File: src/rtl/xpfc_pkg.sv
// Package: shared types and constants for the XOR packet frame checker.
`default_nettype none

package xpfc_pkg;

    localparam int unsigned BYTE_W   = 8;
    localparam int unsigned LEN_W    = 16;
    localparam int unsigned COUNT_W  = 17;
    localparam int unsigned STATUS_W = 3;

    localparam logic [COUNT_W-1:0] COUNT_MAX       = {COUNT_W{1'b1}};
    localparam logic [COUNT_W-1:0] MIN_FRAME_BYTES = COUNT_W'(6);
    localparam logic [COUNT_W-1:0] FRAME_OVERHEAD  = COUNT_W'(6);
    localparam logic [COUNT_W-1:0] IDX_MAGIC       = COUNT_W'(0);
    localparam logic [COUNT_W-1:0] IDX_LEN_LO      = COUNT_W'(3);
    localparam logic [COUNT_W-1:0] IDX_LEN_HI      = COUNT_W'(4);

    typedef enum logic [STATUS_W-1:0] {
        ST_OK     = 3'd0,
        ST_SHORT  = 3'd1,
        ST_MAGIC  = 3'd2,
        ST_LENGTH = 3'd3,
        ST_CHECK  = 3'd4
    } status_t;

    typedef struct packed {
        logic [BYTE_W-1:0] data_byte;
        logic              frame_end;
    } in_item_t;

    typedef struct packed {
        status_t          status;
        logic [LEN_W-1:0] payload_length;
    } result_t;

endpackage

`default_nettype wire

File: src/rtl/xpfc_if.sv
// Interfaces: frame byte, result and configuration channels.
`default_nettype none

interface xpfc_frame_if;
    logic                      valid;
    logic                      ready;
    logic [xpfc_pkg::BYTE_W-1:0] data_byte;
    logic                      frame_end;

    modport source (output valid, output data_byte, output frame_end, input ready);
    modport sink   (input valid, input data_byte, input frame_end, output ready);
endinterface

interface xpfc_result_if;
    logic                        valid;
    logic                        ready;
    logic [xpfc_pkg::STATUS_W-1:0] status;
    logic [xpfc_pkg::LEN_W-1:0]    payload_length;

    modport source (output valid, output status, output payload_length, input ready);
    modport sink   (input valid, input status, input payload_length, output ready);
endinterface

interface xpfc_cfg_if;
    logic                      valid;
    logic                      ready;
    logic [xpfc_pkg::BYTE_W-1:0] magic_value;

    modport source (output valid, output magic_value, input ready);
    modport sink   (input valid, input magic_value, output ready);
endinterface

`default_nettype wire

File: src/rtl/xpfc_in_stage.sv
// Input register: holds one frame byte item until the core consumes it.
`default_nettype none

module xpfc_in_stage (
    input  wire logic               clk,
    input  wire logic               rst_n,
    input  wire logic               in_valid,
    output logic                    in_ready,
    input  wire xpfc_pkg::in_item_t in_item,
    input  wire logic               advance,
    output logic                    item_valid,
    output xpfc_pkg::in_item_t      item
);
    import xpfc_pkg::*;

    logic     valid_reg;
    in_item_t item_reg;
    logic     accept;

    assign in_ready   = !valid_reg || advance;
    assign accept     = in_valid && in_ready;
    assign item_valid = valid_reg;
    assign item       = item_reg;

    always_ff @(posedge clk or negedge rst_n)
    begin
        if (!rst_n)
        begin
            valid_reg <= 1'b0;
        end
        else if (accept)
        begin
            valid_reg <= 1'b1;
        end
        else if (advance)
        begin
            valid_reg <= 1'b0;
        end
    end

    always_ff @(posedge clk)
    begin
        if (accept)
        begin
            item_reg <= in_item;
        end
    end

endmodule

`default_nettype wire

File: src/rtl/xpfc_frame_core.sv
// Frame core: magic register, per-frame count/XOR/length state and status checks.
`default_nettype none

module xpfc_frame_core (
    input  wire logic                          clk,
    input  wire logic                          rst_n,
    input  wire logic                          cfg_valid,
    input  wire logic [xpfc_pkg::BYTE_W-1:0]   cfg_data,
    input  wire logic                          item_valid,
    input  wire xpfc_pkg::in_item_t            item,
    input  wire logic                          out_free,
    output logic                               advance,
    output logic                               res_push,
    output xpfc_pkg::result_t                  result
);
    import xpfc_pkg::*;

    logic [BYTE_W-1:0]  magic_value_reg;
    logic [COUNT_W-1:0] byte_count_reg,   byte_count_next;
    logic [BYTE_W-1:0]  running_xor_reg,  running_xor_next;
    logic               magic_seen_reg,   magic_seen_next;
    logic [LEN_W-1:0]   length_field_reg, length_field_next;
    logic [COUNT_W-1:0] count_inc;
    logic [COUNT_W-1:0] expected_count;
    status_t            status;

    assign advance  = item_valid && (!item.frame_end || out_free);
    assign res_push = advance && item.frame_end;

    always_comb
    begin
        magic_seen_next   = magic_seen_reg;
        length_field_next = length_field_reg;
        if (byte_count_reg == IDX_MAGIC)
        begin
            magic_seen_next = (item.data_byte == magic_value_reg);
        end
        else if (byte_count_reg == IDX_LEN_LO)
        begin
            length_field_next = {length_field_reg[LEN_W-1:BYTE_W], item.data_byte};
        end
        else if (byte_count_reg == IDX_LEN_HI)
        begin
            length_field_next = {item.data_byte, length_field_reg[BYTE_W-1:0]};
        end
        running_xor_next = running_xor_reg ^ item.data_byte;
        count_inc        = (byte_count_reg == COUNT_MAX) ? byte_count_reg
                                                         : byte_count_reg + 1'b1;
        byte_count_next  = count_inc;
        expected_count   = {1'b0, length_field_next} + FRAME_OVERHEAD;

        priority if (count_inc < MIN_FRAME_BYTES)
        begin
            status = ST_SHORT;
        end
        else if (!magic_seen_next)
        begin
            status = ST_MAGIC;
        end
        else if (count_inc != expected_count)
        begin
            status = ST_LENGTH;
        end
        else if (running_xor_next != '0)
        begin
            status = ST_CHECK;
        end
        else
        begin
            status = ST_OK;
        end

        if (item.frame_end)
        begin
            byte_count_next   = '0;
            running_xor_next  = '0;
            magic_seen_next   = 1'b0;
            length_field_next = '0;
        end
    end

    always_comb
    begin
        result.status         = status;
        result.payload_length = (byte_count_reg == IDX_LEN_HI)
                              ? {item.data_byte, length_field_reg[BYTE_W-1:0]}
                              : length_field_reg;
        if (byte_count_reg == IDX_LEN_LO)
        begin
            result.payload_length = {length_field_reg[LEN_W-1:BYTE_W], item.data_byte};
        end
    end

    always_ff @(posedge clk or negedge rst_n)
    begin
        if (!rst_n)
        begin
            magic_value_reg  <= '0;
            byte_count_reg   <= '0;
            running_xor_reg  <= '0;
            magic_seen_reg   <= 1'b0;
            length_field_reg <= '0;
        end
        else
        begin
            if (cfg_valid)
            begin
                magic_value_reg <= cfg_data;
            end
            if (advance)
            begin
                byte_count_reg   <= byte_count_next;
                running_xor_reg  <= running_xor_next;
                magic_seen_reg   <= magic_seen_next;
                length_field_reg <= length_field_next;
            end
        end
    end

endmodule

`default_nettype wire

File: src/rtl/xpfc_out_stage.sv
// Result register: holds one status item until the sink takes it.
`default_nettype none

module xpfc_out_stage (
    input  wire logic              clk,
    input  wire logic              rst_n,
    input  wire logic              res_push,
    input  wire xpfc_pkg::result_t result,
    output logic                   out_free,
    output logic                   out_valid,
    input  wire logic              out_ready,
    output xpfc_pkg::result_t      out_result
);
    import xpfc_pkg::*;

    logic    valid_reg;
    result_t result_reg;

    assign out_free   = !valid_reg || out_ready;
    assign out_valid  = valid_reg;
    assign out_result = result_reg;

    always_ff @(posedge clk or negedge rst_n)
    begin
        if (!rst_n)
        begin
            valid_reg <= 1'b0;
        end
        else if (res_push)
        begin
            valid_reg <= 1'b1;
        end
        else if (out_ready)
        begin
            valid_reg <= 1'b0;
        end
    end

    always_ff @(posedge clk)
    begin
        if (res_push)
        begin
            result_reg <= result;
        end
    end

endmodule

`default_nettype wire

File: src/rtl/xor_packet_frame_checker_top.sv
// Top level: XOR packet frame checker, input register, core and result register.
//
//   channel  dir  payload                       notes
//   frame    in   data_byte[7:0], frame_end     one byte item per handshake
//   result   out  status[2:0], payload_length   one item per frame_end byte
//   cfg      in   magic_value[7:0]              always ready
//
// One byte item per cycle sustained unless a frame_end byte waits for a full
// result register; each result is registered from its frame_end byte.
// Both stages are single registers, so a stalled result holds back only the
// next frame_end byte in the input register.
// Reset clears the magic register to zero and all frame state.
`default_nettype none

module xor_packet_frame_checker_top (
    input  wire logic     clk,
    input  wire logic     rst_n,
    xpfc_frame_if.sink    frame,
    xpfc_result_if.source result,
    xpfc_cfg_if.sink      cfg
);
    import xpfc_pkg::*;

    in_item_t in_item;
    in_item_t item;
    logic     item_valid;
    logic     advance;
    logic     res_push;
    logic     out_free;
    result_t  core_result;
    result_t  out_result;

    assign in_item.data_byte = frame.data_byte;
    assign in_item.frame_end = frame.frame_end;
    assign cfg.ready         = 1'b1;

    xpfc_in_stage u_in_stage (
        .clk        (clk),
        .rst_n      (rst_n),
        .in_valid   (frame.valid),
        .in_ready   (frame.ready),
        .in_item    (in_item),
        .advance    (advance),
        .item_valid (item_valid),
        .item       (item)
    );

    xpfc_frame_core u_core (
        .clk        (clk),
        .rst_n      (rst_n),
        .cfg_valid  (cfg.valid),
        .cfg_data   (cfg.magic_value),
        .item_valid (item_valid),
        .item       (item),
        .out_free   (out_free),
        .advance    (advance),
        .res_push   (res_push),
        .result     (core_result)
    );

    xpfc_out_stage u_out_stage (
        .clk        (clk),
        .rst_n      (rst_n),
        .res_push   (res_push),
        .result     (core_result),
        .out_free   (out_free),
        .out_valid  (result.valid),
        .out_ready  (result.ready),
        .out_result (out_result)
    );

    assign result.status         = out_result.status;
    assign result.payload_length = out_result.payload_length;

endmodule

`default_nettype wire

File: src/flat_wrapper.sv
// flat-port wrapper written by rule: the top's interface ports become plain ports
module xor_packet_frame_checker_top_flat import xpfc_pkg::*;
  (clk, rst_n, frame_valid, frame_data_byte, frame_frame_end, frame_ready, result_valid, result_status, result_payload_length, result_ready, cfg_valid, cfg_magic_value, cfg_ready);
  xpfc_frame_if frame_i ();
  xpfc_result_if result_i ();
  xpfc_cfg_if cfg_i ();
  input  wire logic clk;
  input  wire logic rst_n;
  input wire logic [$bits(frame_i.valid)-1:0] frame_valid;
  input wire logic [$bits(frame_i.data_byte)-1:0] frame_data_byte;
  input wire logic [$bits(frame_i.frame_end)-1:0] frame_frame_end;
  output wire logic [$bits(frame_i.ready)-1:0] frame_ready;
  output wire logic [$bits(result_i.valid)-1:0] result_valid;
  output wire logic [$bits(result_i.status)-1:0] result_status;
  output wire logic [$bits(result_i.payload_length)-1:0] result_payload_length;
  input wire logic [$bits(result_i.ready)-1:0] result_ready;
  input wire logic [$bits(cfg_i.valid)-1:0] cfg_valid;
  input wire logic [$bits(cfg_i.magic_value)-1:0] cfg_magic_value;
  output wire logic [$bits(cfg_i.ready)-1:0] cfg_ready;
  assign frame_i.valid = frame_valid;
  assign frame_i.data_byte = frame_data_byte;
  assign frame_i.frame_end = frame_frame_end;
  assign frame_ready = frame_i.ready;
  assign result_valid = result_i.valid;
  assign result_status = result_i.status;
  assign result_payload_length = result_i.payload_length;
  assign result_i.ready = result_ready;
  assign cfg_i.valid = cfg_valid;
  assign cfg_i.magic_value = cfg_magic_value;
  assign cfg_ready = cfg_i.ready;
  xor_packet_frame_checker_top u_core (.clk(clk), .rst_n(rst_n), .frame(frame_i), .result(result_i), .cfg(cfg_i));
endmodule
File: config.mk
export PLATFORM = sky130hd
export DESIGN_NAME = xor_packet_frame_checker_top_flat
export DESIGN_NICKNAME = d
export VERILOG_FILES = /design/src/rtl/xpfc_pkg.sv /design/src/rtl/xpfc_if.sv /design/src/rtl/xpfc_in_stage.sv /design/src/rtl/xpfc_frame_core.sv /design/src/rtl/xpfc_out_stage.sv /design/src/rtl/xor_packet_frame_checker_top.sv /design/src/flat_wrapper.sv
export SDC_FILE = /design/constraint.sdc
export NUM_CORES = 1
export LEC_CHECK = 0
export BUFFER_PORTS_ARGS = -buffer_cell sky130_fd_sc_hd__buf_2
export CORE_MARGIN = 2
export CORE_UTILIZATION = 60
export DETAILED_ROUTE_END_ITERATION = 12
export HOLD_SLACK_MARGIN = 0.02
export PLACE_DENSITY_LB_ADDON = 0.2
export SETUP_SLACK_MARGIN = 0.02
export SYNTH_ARGS = -nofsm -noshare
export SYNTH_HDL_FRONTEND = slang
export SYNTH_HIERARCHICAL = 1
export SYNTH_SLANG_ARGS = --single-unit
File: constraint.sdc
create_clock -name clk -period 7.38 [get_ports clk]
set_input_delay 0.738 -clock clk [delete_from_list [all_inputs] [get_ports clk]]
set_output_delay 0.738 -clock clk [all_outputs]
set_load 0.02 [all_outputs]
==> impl_metrics.yaml, run 1 <==
critical_path:
  crit_type: "reg2reg"
  crit_fanout: 16
  reg2reg_depth: 14
  crit_start: "u_core/u_core/byte_count_reg[3]$_DFFE_PN0P_"
  arrival_ns: 4.99
  worstPathRequired_ns: 7.51
  worstReg2RegStart: "u_core/u_core/byte_count_reg[3]$_DFFE_PN0P_"
  cp-end-kind: "flop"
  start_kind: "flop"
synthesis:
  synth_cell_type_count: 71
  ys_seq_elements: 80
  syn_avg_cell_area_um2: 9.29
  synth_edf_count: 28
  synth_cells: 548
  ys_warn_count: 6
  ys_seq_area_share_pct: 42.1
  synth-main-ff-cell: "dfrtp_1"
  netlist_area_um2: 5090
  async_flop_share_pct: 65.0
  synth_nets: 573
placed_design:
  gp_congestion: 0.986
  placed_area_um2: 5250
  dp_hpwl_um: 9300
  dp.cells: 660
  port_buffers: 42
worst_hold_path:
  hold_path.class: "in2async"
drt:
  via_count: 4315
  initialDrtViolationCount: 354
  ant_nets: 0
  wl_per_cell_um: 19.6
  dr_wl_met3_um: 989
  routed.top_layer: "met4"
  wl_um: 13200
  viasPerCell: 6.38
  drt-met1-wl_um: 5750
  firstDrtPassIters: 5
  drc: 0
  wl_met2_um: 6180
timing:
  fin_crit_ns: 4.86
  timing.fmax_ghz: 0.206
  worstMarginPinSlew_ns: 0.895
  max_slew_margin_pct: 40.3
  setup_tns_ns: 0
  finClkSkew_ns: 0.00962
  rsz0062_at_grt: "false"
  setup_viol: 0
  final_max_slew_viol_count: 0
  fin_crit_sh_pct: 65.8
  finalHoldViolCount: 0
floorplan:
  fp.dieH_um: 96.1
  core_area_um2: 8220
  rows: 33
  ios: 44
  initial_core_util_pct: 61.9
  die_x_um: 96.1
  dieArea_um2: 9240
grt:
  grt_first_pass_wirelength_um: 21300
  grt_use_total_pct: 30.9
  grt_overflow: 0
  antenna_found_initial: 0
  grt_pass1_vias: 4028
  grt_start_max_net_pins: 53
clocking:
  clk_pin_slew_ns: 0.09
  clk_latency_ns: 0.37
  cts_setup_buffers: 0
  cts_hold_buf: 0
  cts_tree: "built"
  cts_sinks: 80
  clock-root-buffer: "clkbuf_8"
  cts_max_path_buffers: 2
  cts_resized: 0
  cts_buffers: 9
  h-tree-depth: 3
cells_and_area:
  drive_above_1_share_pct: 18.2
  final_nets: 591
  finalInstanceArea_um2: 5500
  area_growth_pct: 8.06
  largest_reg_flops: 19
  fin_util_pct: 66.9
  diodes: 0
  instances_no_fill: 676
pwr:
  ir_drop_uv: 144
  powerDensity_nw_per_um2: 236
  power.total_mw: 1.30
  leakagePower_nw: 2.26
job:
  drv_cap: 0
outcome:
  outcome: "complete, no violations"
==> layout by cell type, fill, tap and decap left out, types with 3 or more instances in the layout <==
cell type  Yosys  layout
o31a_1         4       4
o22ai_1        6       6
nand4_1       17      17
mux2_2        13      13
dfrtp_1       52      52
inv_1         20      20
and4_1         3       3
buf_4          6       3
a21oi_2        3       3
nor2_1        22      21
mux2i_1       15      15
buf_2          4      42
a31oi_1        8       8
xnor2_1       35      35
edfxtp_1      28      28
nand2_1       76      76
nand3_1       15      15
nand2b_1       5       5
and3_1         7       7
xor2_1         8       8
nor3_1        21      21
a22oi_1        5       5
clkbuf_8       0      10
nor4_4         4       4
nand3b_1       3       3
o21a_1         3       3
a22o_1         3       3
o21ai_0       58      58
a21oi_1       23      23
nor4_1         4       4
ha_1           3       3
==> cell type report <==
class | instances | area (um2)
Fill cell | 716 | 2720
Multi-Input combinational cell | 408 | 2660
Sequential cell | 80 | 2140
Timing Repair Buffer | 45 | 233
Clock buffer | 11 | 163
Tap cell | 105 | 131
Clock inverter | 5 | 85.1
Inverter | 22 | 82.6
==> worst max-delay path, stage by stage, from the launching register on <==
cell	delay, ns
dfrtp_1	0.54
nor4_4	0.40
and4_1	0.42
nand2_1	0.34
o21ai_0	0.44
mux2i_1	0.14
ha_1	0.29
nor3b_1	0.26
o21ai_1	0.19
a21oi_2	0.26
mux2i_1	0.21
mux2i_1	0.09
mux2_2	0.30
or4_4	0.54
o21a_1	0.19
==> where the power goes <==
part | total, mW | internal (mW) | switching [mW]
combinational | 0.323 | 0.129 | 0.193
sequential | 0.582 | 0.515 | 0.0668
clock | 0.392 | 0.222 | 0.170
total | 1.30 | 0.867 | 0.430
==> synthesized netlist by cell type, drive strengths merged (4+ instances only) <==
library cell / count / area share [%]
xor2: 8 / 1.4
inv: 21 / 1.5
a31oi: 8 / 0.98
nor3: 22 / 2.3
a22oi: 5 / 0.74
xnor2: 35 / 6.0
buf: 15 / 2.4
edfxtp: 28 / 17
and3: 7 / 0.86
a21oi: 27 / 3.1
clkbuf: 23 / 1.7
dfrtp: 52 / 26
o21ai: 60 / 5.9
nand3: 16 / 1.8
nor4: 9 / 2.4
o22ai: 6 / 0.74
nor2: 23 / 1.7
nand2: 78 / 5.9
nand2b: 8 / 1.3
nand4: 19 / 2.8
o31a: 4 / 0.69
mux2i: 16 / 3.4
mux2: 13 / 2.9
==> metrics by stage <==
step / setup slack, ns / hold slack, ns
finish: 2.52 / 0.492
global route: 2.19 / 0.531
CTS: 2.62 / 0.502
detailed placement: 2.67 / 0.475
global placement: 2.88 / 0.467
floorplan: 3.42 / 0.442
==> metal layers <==
metal | up-vias | global-route usage, %
li1 | 1990 | -
met1 | 2101 | 43.7
met2 | 196 | 47.3
met3 | 28 | 5.79
met4 | 0 | 11.1
met5 | - | 0
==> worst paths after layout <==
path | to | slack (ns)
worst max-delay path | u_core/u_out_stage/out_result[17]$_DFFE_PP_ | 2.52
worst min-delay path | u_core/u_core/byte_count_reg[11]$_DFFE_PN0P_ | 0.49
worst max register to register | u_core/u_out_stage/out_result[17]$_DFFE_PP_ | 2.52
worst min register to register | u_core/u_core/magic_seen_reg$_DFFE_PN0P_ | 0.51
max in group asynchronous | u_core/u_core/byte_count_reg[10]$_DFFE_PN0P_ | 6.39
min in group clk | u_core/u_core/magic_seen_reg$_DFFE_PN0P_ | 0.51
==> cells by family (layout without fill, tap and decap cells) <==
| group | Yosys count | after routing | synth area share (%) |
|---|---|---|---|
| and+or+nand+nor | 204 | 204 | 22.6 |
| AOI/OAI and AO/OA | 128 | 128 | 15.1 |
| DFF | 80 | 80 | 42.1 |
| buffers and inverters | 60 | 83 | 5.70 |
| xor gates and xnor gates | 43 | 43 | 7.40 |
| muxes | 29 | 29 | 6.27 |
| adders and majority gates | 3 | 3 | 0.738 |
| other | 1 | 1 | 0.0737 |
Power figures use the tool's default switching activity.
==> run 2: changes to the inputs <==
--- a/config.mk
+++ b/config.mk
@@ -5,9 +5,10 @@
 export SDC_FILE = /design/constraint.sdc
 export NUM_CORES = 1
 export LEC_CHECK = 0
+export ABC_AREA = 1
 export BUFFER_PORTS_ARGS = -buffer_cell sky130_fd_sc_hd__buf_2
 export CORE_MARGIN = 2
-export CORE_UTILIZATION = 60
+export CORE_UTILIZATION = 54
 export DETAILED_ROUTE_END_ITERATION = 12
 export HOLD_SLACK_MARGIN = 0.02
 export PLACE_DENSITY_LB_ADDON = 0.2
==> constraint.sdc (replaced) <==
create_clock -name clk -period 4.2 [get_ports clk]
set_input_delay 0.42 -clock clk [delete_from_list [all_inputs] [get_ports clk]]
set_output_delay 0.42 -clock clk [all_outputs]
set_load 0.02 [all_outputs]
==> impl_metrics.yaml, run 2 <==
cells_and_area:
  mostFrequentLayoutCells: "nand2_1, inv_1, nand3_1, dfrtp_1, buf_2"
  final_nets: 666
  finalInstanceArea_um2: 5340
  nFillCells: 770
  mostFrequentLayoutCell: "nand2_1"
  area_growth_pct: 10.1
  largest_reg_flops: 19
  fin_util_pct: 61.2
  drive_above_1_share_pct: 19.8
  diodes: 0
clocking:
  clock-root-buffer: "clkbuf_8"
  clk_pin_slew_ns: 0.09
  cts_setup_buffers: 0
  cts_max_path_buffers: 2
  cts_sinks: 80
  cts_tree: "built"
  cts_buffers: 9
  h-tree-depth: 3
  clk_latency_ns: 0.36
placed_design:
  port_buffers: 42
  gp_congestion: 0.924
  pre_cts_slack_ns: 0.832
  placed_area_um2: 5120
  dp_hpwl_um: 8630
drt:
  via_count: 4224
  wl_um: 11900
  drc: 0
  viasPerCell: 5.60
  firstDrtPassIters: 5
  initialDrtViolationCount: 289
  ant_nets: 0
  wl_per_cell_um: 15.8
pwr:
  p_clk_share_pct: 22.0
  intPower_mw: 1.56
  p_sw_share_pct: 41.5
  leakagePower_nw: 2.47
  ir_drop_uv: 312
  seqPwrFrac_pct: 37.9
  combPwrFrac_pct: 40.1
  p_sw_mw: 1.11
  powerDensity_nw_per_um2: 501
  power.total_mw: 2.68
critical_path:
  worstPathRequired_ns: 4.41
  cp-end-kind: "flop"
  path_common_cell: "nand2_1"
  cp_top_family: "simple AND/OR/NAND/NOR gates"
  crit_type: "reg2reg"
  cp_slowest_cell: "dfrtp_1"
  start_kind: "flop"
  critPathMaxStageDelay_ns: 0.40
  arrival_ns: 3.72
  cp_num_buf_inv: 2
  cp_cell_sequence: "ha_1 -> inv_1 -> nor2_1 -> nand2_1 -> nor2_2 -> nand3_1 -> nand3_2 -> nand2_4 -> ha_1 -> inv_1 -> nand3_2 -> nor2_8 -> nand3_1 -> nand2_1 -> nand3_1 -> nand2_1 -> nand2_1 -> nor2_1 -> nand3_1 -> nor2_2 -> nand2_1 -> nor2_1"
  crit_fanout: 11
synthesis:
  synthTopCellsByArea: "dfrtp_1, edfxtp_1, nand2_1, nand3_1, inv_1"
  syn_avg_cell_area_um2: 8.11
  synth-main-ff-cell: "dfrtp_1"
  synth_edf_count: 28
  synth_nets: 623
  synth.most_common_cell: "nand2_1"
  ys_seq_area_share_pct: 44.2
  netlist.area_leader.share_pct: 26.8
  synth_cell_type_count: 36
  async_flop_share_pct: 65.0
  synth.largest_area_cell: "dfrtp_1"
  synthTopCellsByCount: "nand2_1, inv_1, dfrtp_1, nand3_1, nor2_1"
  ys_seq_elements: 80
  netlist_area_um2: 4850
  synth_cells: 598
  ys_warn_count: 6
floorplan:
  fp.dieH_um: 98.7
  dieArea_um2: 9750
  die_x_um: 98.7
  initial_core_util_pct: 55.6
  ios: 44
  core_area_um2: 8720
  rows: 34
timing:
  rsz0062_at_grt: "false"
  fin_crit_ns: 3.51
  worstMarginPinSlew_ns: 0.854
  setup_tns_ns: 0
  max_slew_margin_pct: 43.0
  finClkSkew_ns: 0.00875
  timing.fmax_ghz: 0.285
  finalHoldViolCount: 0
  setup_viol: 0
  fin_crit_sh_pct: 83.6
  fin_ws_ns: 0.687
  final_max_slew_viol_count: 0
grt:
  grt_use_total_pct: 25.7
  grt_overflow: 0
  antenna_found_initial: 0
  grt_pass1_vias: 4002
  grt_start_max_net_pins: 49
  grt_first_pass_wirelength_um: 19700
worst_hold_path:
  hold_path.class: "in2reg"
outcome:
  outcome: "complete, no violations"
job:
  drv_cap: 0
-- run 2: changes by cell type in the layout (fill, tap and decap cells not counted), moves of 19 or more --
cell / delta
nand2_1: +93
xnor2_1: -21
a21oi_1: -21
inv_1: +45
nor3_1: -19
o21ai_0: -35
nand2_2: +21
nand3_1: +37
-- run 2: cell families after synthesis --
logic type,count (synthesis),synth area share [%]
fa+ha+maj,3,0.774
buf+inv,86,7.51
flops,80,44.2
xor+xnor,31,5.89
mux,6,1.39
compound gates,59,7.31
simple gates,332,32.9
other cells,1,0.0774
-- run 2: repair_timing --
| action | CTS | global route |
|---|---|---|
| resized for setup | 0 | 0 |
| hold endpoints to repair | 4 | 0 |
| hold buffers | 1 | 0 |
-- run 2: power by group through the flow --
stage	Sequential [mW]	Clock (mW)	Combinational [mW]
after CTS	1.01	0.601	1.06
after global placement	1.03	0	1.02
after detailed placement	1.03	0	1.05
after global routing	1.03	0.634	1.20
after floorplan	1.04	0	0.800
final	1.01	0.590	1.07
-- run 2: area by class of cell --
type                            count  area (um2)  area share, %
Inverter                           71         267           4.99
Sequential cell                    80        2140           40.1
Clock inverter                      7        78.8           1.48
Timing Repair Buffer               47         250           4.69
Tap cell                          108         135           2.53
Clock buffer                        9         124           2.32
Multi-Input combinational cell    432        2340           43.9
-- run 2: metal layers --
layer  track usage [%]  vias to the layer above  wire, um
met5                 0                        -         0
met4              10.1                        0       338
met3              5.53                       27       833
met2              40.5                      174      5450
met1              34.9                     1980      5280
li1                  -                     2043         -
-- run 2: path summary, 6_finish.rpt --
check	start	end	slack (ns)	depth (start not counted)
setup / recovery	u_core/u_core/byte_count_reg[1]$_DFFE_PN0P_	u_core/u_out_stage/out_result[18]$_DFFE_PP_	0.69	22
hold / removal	frame_data_byte[6]	u_core/u_in_stage/item[7]$_DFFE_PP_	0.23	1
setup reg to reg	u_core/u_core/byte_count_reg[1]$_DFFE_PN0P_	u_core/u_out_stage/out_result[18]$_DFFE_PP_	0.69	22
hold reg to reg	u_core/u_core/magic_seen_reg$_DFFE_PN0P_	u_core/u_core/magic_seen_reg$_DFFE_PN0P_	0.49	2
max in group asynchronous	rst_n	u_core/u_core/byte_count_reg[11]$_DFFE_PN0P_	2.99	3
min in group asynchronous	rst_n	u_core/u_core/magic_value_reg[2]$_DFFE_PN0P_	0.37	2
-- run 2: through the flow --
step / hold slack (ns) / cells
final: 0.227 / 754
after global routing: 0.205 / 754
after CTS: 0.214 / 754
after detailed placement: 0.233 / 737
after global placement: 0.229 / 737
after floorplan: 0.124 / 598
==> run 3: changes to the inputs <==
==> constraint.sdc (replaced) <==
create_clock -name clk -period 2.9 [get_ports clk]
set_input_delay 0.29 -clock clk [delete_from_list [all_inputs] [get_ports clk]]
set_output_delay 0.29 -clock clk [all_outputs]
set_load 0.02 [all_outputs]
==> impl_metrics.yaml, run 3 (same netlist as run 2, synthesis figures left out) <==
outcome:
  outcome: "complete, no violations"
grt:
  grt_pass1_vias: 4310
  grt_first_pass_wirelength_um: 21000
  antenna_found_initial: 0
  grt_use_total_pct: 27.5
  grt_start_max_net_pins: 53
  grt_overflow: 0
drt:
  via_count: 4426
  firstDrtPassIters: 5
  ant_nets: 0
  viasPerCell: 5.53
  drc: 0
  initialDrtViolationCount: 339
  wl_um: 13100
  wl_per_cell_um: 16.4
placed_design:
  gp_congestion: 0.919
  port_buffers: 42
  pre_cts_slack_ns: -0.116
  placed_area_um2: 5460
  dp_hpwl_um: 9470
floorplan:
  fp.dieH_um: 98.7
  die_x_um: 98.7
  dieArea_um2: 9750
  core_area_um2: 8720
  ios: 44
  initial_core_util_pct: 55.6
  rows: 34
critical_path:
  r2r_slack_ns: 0.02
  crit_fanout: 5
  cp-end-kind: "flop"
  worstReg2RegStart: "u_core/u_core/byte_count_reg[1]$_DFFE_PN0P_"
  start_kind: "flop"
  crit_type: "reg2reg"
  reg2reg_depth: 19
  arrival_ns: 2.97
  worstPathRequired_ns: 2.99
  timing.rr.end: "u_core/u_out_stage/out_result[16]$_DFFE_PP_"
timing:
  fin_crit_sh_pct: 99.3
  setup_viol: 0
  final_max_slew_viol_count: 0
  worstMarginPinSlew_ns: 0.698
  fin_ws_ns: 0.0202
  timing.fmax_ghz: 0.347
  finClkSkew_ns: 0.00970
  finalHoldViolCount: 0
  setup_tns_ns: 0
  max_slew_margin_pct: 53.5
  rsz0062_at_grt: "true"
  fin_crit_ns: 2.88
pwr:
  ir_drop_uv: 361
  power.total_mw: 4.35
  powerDensity_nw_per_um2: 737
  leakagePower_nw: 2.76
cells_and_area:
  area_growth_pct: 21.9
  mostFrequentLayoutCells: "nand2_1, inv_1, dfrtp_1"
  largest_reg_flops: 19
  finalInstanceArea_um2: 5910
  drive_above_1_share_pct: 29.2
  final_nets: 712
  diodes: 0
  nFillCells: 693
  mostFrequentLayoutCell: "nand2_1"
worst_hold_path:
  hold_path.class: "in2async"
clocking:
  cts_sinks: 80
  cts_hold_buf: 0
  cts_max_path_buffers: 2
  clk_pin_slew_ns: 0.09
  clk_latency_ns: 0.36
  clock-root-buffer: "clkbuf_8"
  cts_buffers: 9
  h-tree-depth: 3
  cts_tree: "built"
job:
  drv_cap: 0
==> run 3: per-stage QoR <==
stage          util [%]  hold WS (ns)  instances
6_report           67.7        0.0488        800
5_1_grt            67.7        0.0900        800
4_1_cts            65.7        0.0804        794
3_5_place_dp       62.6         0.469        776
3_3_place_gp       62.6         0.461        776
2_1_floorplan         -      -0.00559        598
==> run 3: area by class of cell <==
| class | instances | area (um2) | share of cell area, % |
|---|---|---|---|
| Multi-Input combinational cell | 433 | 2500 | 42.3 |
| Inverter | 71 | 267 | 4.51 |
| Clock buffer | 12 | 178 | 3.01 |
| Sequential cell | 80 | 2140 | 36.3 |
| Tap cell | 108 | 135 | 2.29 |
| Clock inverter | 4 | 55.1 | 0.932 |
| Timing Repair Buffer | 92 | 631 | 10.7 |
==> run 3: per-layer routing <==
metal  track usage (%)  share of wire (%)  up-vias
met2              44.2                 48      178
met4              12.3                2.9        0
met5                 0                  0        -
met1              36.6                 42     2088
met3              4.89                7.5       31
li1                  -                  -     2129
==> run 3: critical path: stages (launching register included) <==
cell and delay, ns:
dfrtp_1 0.40, ha_2 0.21, inv_2 0.04, nor2_2 0.08, nand2_2 0.07, nor2_4 0.16, nand3_2 0.11, nand3_2 0.11
nand2_4 0.07, ha_4 0.17, inv_2 0.06, nand3_4 0.13, nor2_8 0.19, nand3_1 0.13, nand3_1 0.11, nand3_1 0.08
nor2_1 0.09, nand4_1 0.15, nor2_4 0.17, o21ai_1 0.08
==> run 3: worst max path at each step <==
| stage | to | slack (ns) | start |
|---|---|---|---|
| 2_1_floorplan | u_core/u_out_stage/out_result[16]$_DFFE_PP_ | 0.15 | u_core/u_core/byte_count_reg[1]$_DFFE_PN0P_ |
| 3_3_place_gp | u_core/u_out_stage/out_result[16]$_DFFE_PP_ | 0.14 | u_core/u_core/byte_count_reg[15]$_DFFE_PN0P_ |
| 3_5_place_dp | u_core/u_out_stage/out_result[16]$_DFFE_PP_ | -0.12 | u_core/u_core/byte_count_reg[1]$_DFFE_PN0P_ |
| 4_1_cts | u_core/u_out_stage/out_result[16]$_DFFE_PP_ | 0.03 | u_core/u_core/byte_count_reg[1]$_DFFE_PN0P_ |
| 5_1_grt | u_core/u_out_stage/out_result[16]$_DFFE_PP_ | -0.13 | u_core/u_core/byte_count_reg[1]$_DFFE_PN0P_ |
| 6_report | u_core/u_out_stage/out_result[16]$_DFFE_PP_ | 0.02 | u_core/u_core/byte_count_reg[1]$_DFFE_PN0P_ |
==> run 3: repair_timing <==
| item | in CTS | in global routing |
|---|---|---|
| cloned | 1 | 0 |
| pin swaps | 5 | 14 |
| gates resized for setup | 7 | 34 |
| setup endpoints to repair | 3 | 3 |
| buffers inserted | 1 | 6 |
==> run 3: power breakdown <==
group	leakage, nW	total (mW)	switching, mW	internal (mW)
combinational	1.69	1.94	1.24	0.696
sequential	0.957	1.46	0.106	1.36
clock	0.114	0.953	0.444	0.510
total	2.76	4.35	1.79	2.56
